**src/rtl/assert_macros.svh**
```systemverilog
// Assertion macros used by the knapsack solver RTL.
`ifndef ASSERT_MACROS_SVH
`define ASSERT_MACROS_SVH

// Concurrent assertion on an explicit clock and active-low reset.
`define KDP_ASSERT(label, clk_sig, rst_n_sig, prop, msg) \
	label: assert property (@(posedge clk_sig) disable iff (!rst_n_sig) prop) \
		else $error(msg);

// Same, on the block clock clk and reset arst_n.
`define KDP_ASSERT_DFLT(label, prop, msg) \
	`KDP_ASSERT(label, clk, arst_n, prop, msg)

`endif

```
**src/rtl/kdp_pkg.sv**
```systemverilog
// Types and constants of the 0/1 knapsack solver.
package kdp_pkg;

	localparam int AMT_W   = 16;
	localparam int WT_W    = 10;
	localparam int VAL_W   = 12;
	localparam int IDX_W   = 5;
	localparam int CAPR_W  = 10;

	localparam logic [CAPR_W-1:0] CAP_RESET = 10'd13;

	localparam logic KIND_TOTAL = 1'b0;
	localparam logic KIND_ITEM  = 1'b1;

	// result of one row cell update
	typedef struct packed {
		logic             take;
		logic [AMT_W-1:0] best;
	} upd_t;

endpackage

```
**src/rtl/kdp_alu.sv**
```systemverilog
// Saturating add and compare unit shared by every row cell update.
module kdp_alu import kdp_pkg::*; (
	input  logic [AMT_W-1:0] old_best,
	input  logic [AMT_W-1:0] base_best,
	input  logic [VAL_W-1:0] item_value,
	input  logic             fits,
	output upd_t             upd
);

	logic [AMT_W:0]   sum;
	logic [AMT_W-1:0] sat;

	assign sum      = {1'b0, base_best} + (AMT_W+1)'(item_value);
	assign sat      = sum[AMT_W] ? {AMT_W{1'b1}} : sum[AMT_W-1:0];
	assign upd.take = fits && (sat > old_best);
	assign upd.best = sat;

endmodule

```
**config.mk**
```make
export PLATFORM = sky130hd
export DESIGN_NAME = kdp_alu
export DESIGN_NICKNAME = d
export VERILOG_FILES = /design/src/rtl/assert_macros.svh /design/src/rtl/kdp_pkg.sv /design/src/rtl/kdp_alu.sv
export SDC_FILE = /design/constraint.sdc
export NUM_CORES = 1
export LEC_CHECK = 0
export BUFFER_PORTS_ARGS = -buffer_cell sky130_fd_sc_hd__buf_2
export CAP_MARGIN = 30
export CORE_MARGIN = 2
export CORE_UTILIZATION = 40
export DETAILED_ROUTE_END_ITERATION = 10
export GPL_TIMING_DRIVEN = 1
export PLACE_DENSITY = 0.72
export SYNTH_ARGS = -nofsm -noshare
export SYNTH_HDL_FRONTEND = slang
export SYNTH_SLANG_ARGS = --single-unit
```
**constraint.sdc**
```tcl
create_clock -name vclk -period 5.4
set_clock_uncertainty 0.15 [all_clocks]
set_input_delay 1.08 -clock vclk [all_inputs]
set_output_delay 1.08 -clock vclk [all_outputs]
set_load 0.01 [all_outputs]
```
==> impl_metrics.csv <==
group,metric,value,unit
setup_path,path_cells,"buf_2, ha_1, fa_2, a21o_1, a221oi_4, buf_6, o21ai_2, or4b_1, nand3_2, ha_1, nand3_1, a21oi_2, a211oi_1, a21oi_1, buf_2",
setup_path,crit_path_max_fanout,3,
global_routing,grt_max_degree,10,
synth,synthAdderAreaFrac,0.3159,
job,max-cap-violations,0,
sta,min_period_over_period,0.9767,
final_layout,area_growth_syn_to_layout,39.17,%
setup_path,critPathMaxStageDelay,0.54,ns
routing,drt-vias-per-instance,5.399,
pwr,clock_power_share,0,
global_routing,track_usage,0.1733,
routing,drt-total-wl,3308,µm
min_path,hp-start,"fits",
setup_path,cp-start-kind,"input port",
synth,synth-warning-count,0,
synth,synth.cell_area,0.001172,mm²
min_path,hp-class,"in2out",
pwr,swShare,0.5456,
setup_path,cp.arrival,4.04,ns
outcome,status,"finished, final reports clean",
die,die_h,58.14,µm
place,place.gp.congestion,0.8163,
setup_path,cpLargestDelayFamily,"compound AO/OA/AOI/OAI gates",
pwr,p_comb_frac,1.000,
final_layout,final_util,0.5866,
final_layout,final_cell_area,0.001632,mm²
setup_path,worstPathRequired,4.17,ns
global_routing,grt_first_pass_wirelength,4954,µm
final_layout,seq_cells,0,
die,core_area,0.002781,mm²
sta,fin_crit,5.274,ns
sta,fmax,0.1896,GHz
place,placed_area,0.001519,mm²
pwr,fin_total_pwr,219.4,µW
pwr,ir_drop,85.27,µV
sta,max_slew_margin,0.6281,
synth,syn_avg_cell_area,7.237,µm²
synth,yosys.area_share.simple,0.2188,
sta,final-setup-viol-count,0,
synth,synthCells,162,
setup_path,worstSetupPathType,"in2out",
place,dp_hpwl,2689,µm
final_layout,regArea,0,µm²
synth,syn_nets,236,
die,io_pins,62,
setup_path,crit_buf_inv,3,
pwr,power.density,134.5,mW/mm²
synth,synth-compound-area-share,0.3212,
final_layout,final_layout_size_suffix_gt1_frac,0.3700,
setup_path,path_depth,15,
die,die_area,0.003380,mm²
synth,synth_cell_types,43,
min_path,hold_end,"upd[16]",
synth,synth_seq_area_share,0,
sta,finalHoldViolCount,0,
place,io_buffers,62,
routing,dr.pass1.iters,4,
setup_path,end_kind,"primary output",
pwr,p_leak,0.0008988,µW
sta,worstMarginPinSlew,0.5520,ns
routing,drtIter0Drc,28,
global_routing,grt_pass1_vias,1199,
setup_path,crit_slowest_cell,"or4b_1",
pwr,switching_power,119.7,µW
sta,drv_slew,0,
routing,wl_per_cell,12.82,µm
pwr,internal-power,99.71,µW
synth,synth_mux_area_frac,0.02668,
routing,ant_nets,0,
die,start_util,0.4215,
final_layout,insertedDiodeCount,0,
routing,num_vias,1393,
final_layout,nNetsFinal,303,
die,dieWidth,58.14,µm
routing,drc,0,
final_layout,nClkBuffers,0,
min_path,hold_depth,4,
pwr,pwr-share-seq,0,
synth,synth_xor_area_frac,0.04482,
global_routing,antenna_found_initial,0,
die,rows,19,
synth,synth_top_family_by_area,"compound AO/OA/AOI/OAI gates",
global_routing,grt_overflow,0,
==> cell usage after synthesis, types with 2 or more instances <==
library cell  number  area share
a211o_1            2       0.015
a21o_1             8       0.051
a21oi_1           15       0.064
and3_1             3       0.016
ha_1              28        0.30
inv_1             18       0.058
mux2i_1            2       0.017
nand2_1           15       0.048
nand2b_1           4       0.021
nand3_1            4       0.017
nand4_1            6       0.032
nor2_1             9       0.029
nor2b_1            2       0.011
nor3_1             2      0.0085
nor4_1             3       0.016
o211ai_1           2       0.013
o21a_1             2       0.013
o21ai_0            7       0.030
o31a_1             2       0.015
xnor2_1            3       0.022
xor2_1             3       0.022
==> cell usage in the layout, fill, tap and decap left out, drive strengths merged <==
cell type and n:
o41ai 1, a41oi 1, nand4 6, ha 28
o31a 2, o21bai 1, a21bo 1, a21o 8
buf 68, nor4 3, mux2 1, inv 18
a211o 2, nand2 15, a21boi 1, o21a 2
a31oi 1, nor2b 2, mux2i 2, a2111oi 1
nor3 2, xnor2 3, a221oi 1, xor2 3
o211ai 3, fa 1, o21ai 9, and3 3
nor2 9, a211oi 1, a22o 1, nand3b 1
or4b 1, nand2b 4, a311oi 1, nand3 4
a21oi 15, or3 1
==> per-layer routing <==
metal	global-route usage	part of all wire
met5	0	0
met4	0	0
met3	0.004464	0.047
met2	0.2938	0.46
met1	0.2594	0.49
==> power by group through the flow <==
stage	clock network [µW]	logic, µW	registers, µW
after global routing	0	244	0
after CTS	0	199	0
after floorplan	0	134	0
after global placement	0	198	0
after detailed placement	0	198	0
final	0	219	0
==> timing repair <==
| item | CTS | global route |
|---|---|---|
| hold buffers | 0 | 0 |
| setup endpoints to repair | 0 | 1 |
| hold endpoints to repair | 0 | 0 |
| gates resized for setup | 0 | 17 |
| buffers inserted | 0 | 4 |
==> per-stage QoR <==
| step | hold slack [ns] | setup WS [ns] | TNS, ns | cells |
|---|---|---|---|---|
| 2_1_floorplan | 2.099 | 0.2865 | 0 | 162 |
| 3_5_place_dp | 2.330 | 0.05684 | 0 | 254 |
| 6_report | 2.313 | 0.1258 | 0 | 258 |
| 5_1_grt | 2.330 | -0.02215 | -0.02215 | 258 |
| 3_3_place_gp | 2.329 | 0.06896 | 0 | 254 |
| 4_1_cts | 2.331 | 0.03904 | 0 | 254 |
==> final cells by class <==
cell class	count	area (µm²)
Inverter	18	67.56
Tap cell	31	38.79
Timing Repair Buffer	68	362.8
Fill cell	281	1150
Multi-Input combinational cell	141	1162
==> how the worst max path moves through the flow <==
stage,start,end,slack (ns)
final,base_best[0],upd[16],0.13
after detailed placement,base_best[0],upd[16],0.06
after global routing,base_best[0],upd[16],-0.02
after floorplan,base_best[0],upd[16],0.29
after CTS,base_best[0],upd[16],0.04
after global placement,base_best[0],upd[16],0.07
==> kinds of logic (layout without fill, tap and decap cells) <==
kind of cell,count (synthesis),after routing
multiplexers,3,3
adder cells (fa/ha/maj),29,29
AND/OR/NAND/NOR,51,51
AO/OA/AOI/OAI,52,52
buffers and inverters,21,86
XOR/XNOR,6,6
(Power assumes the default switching activity.)
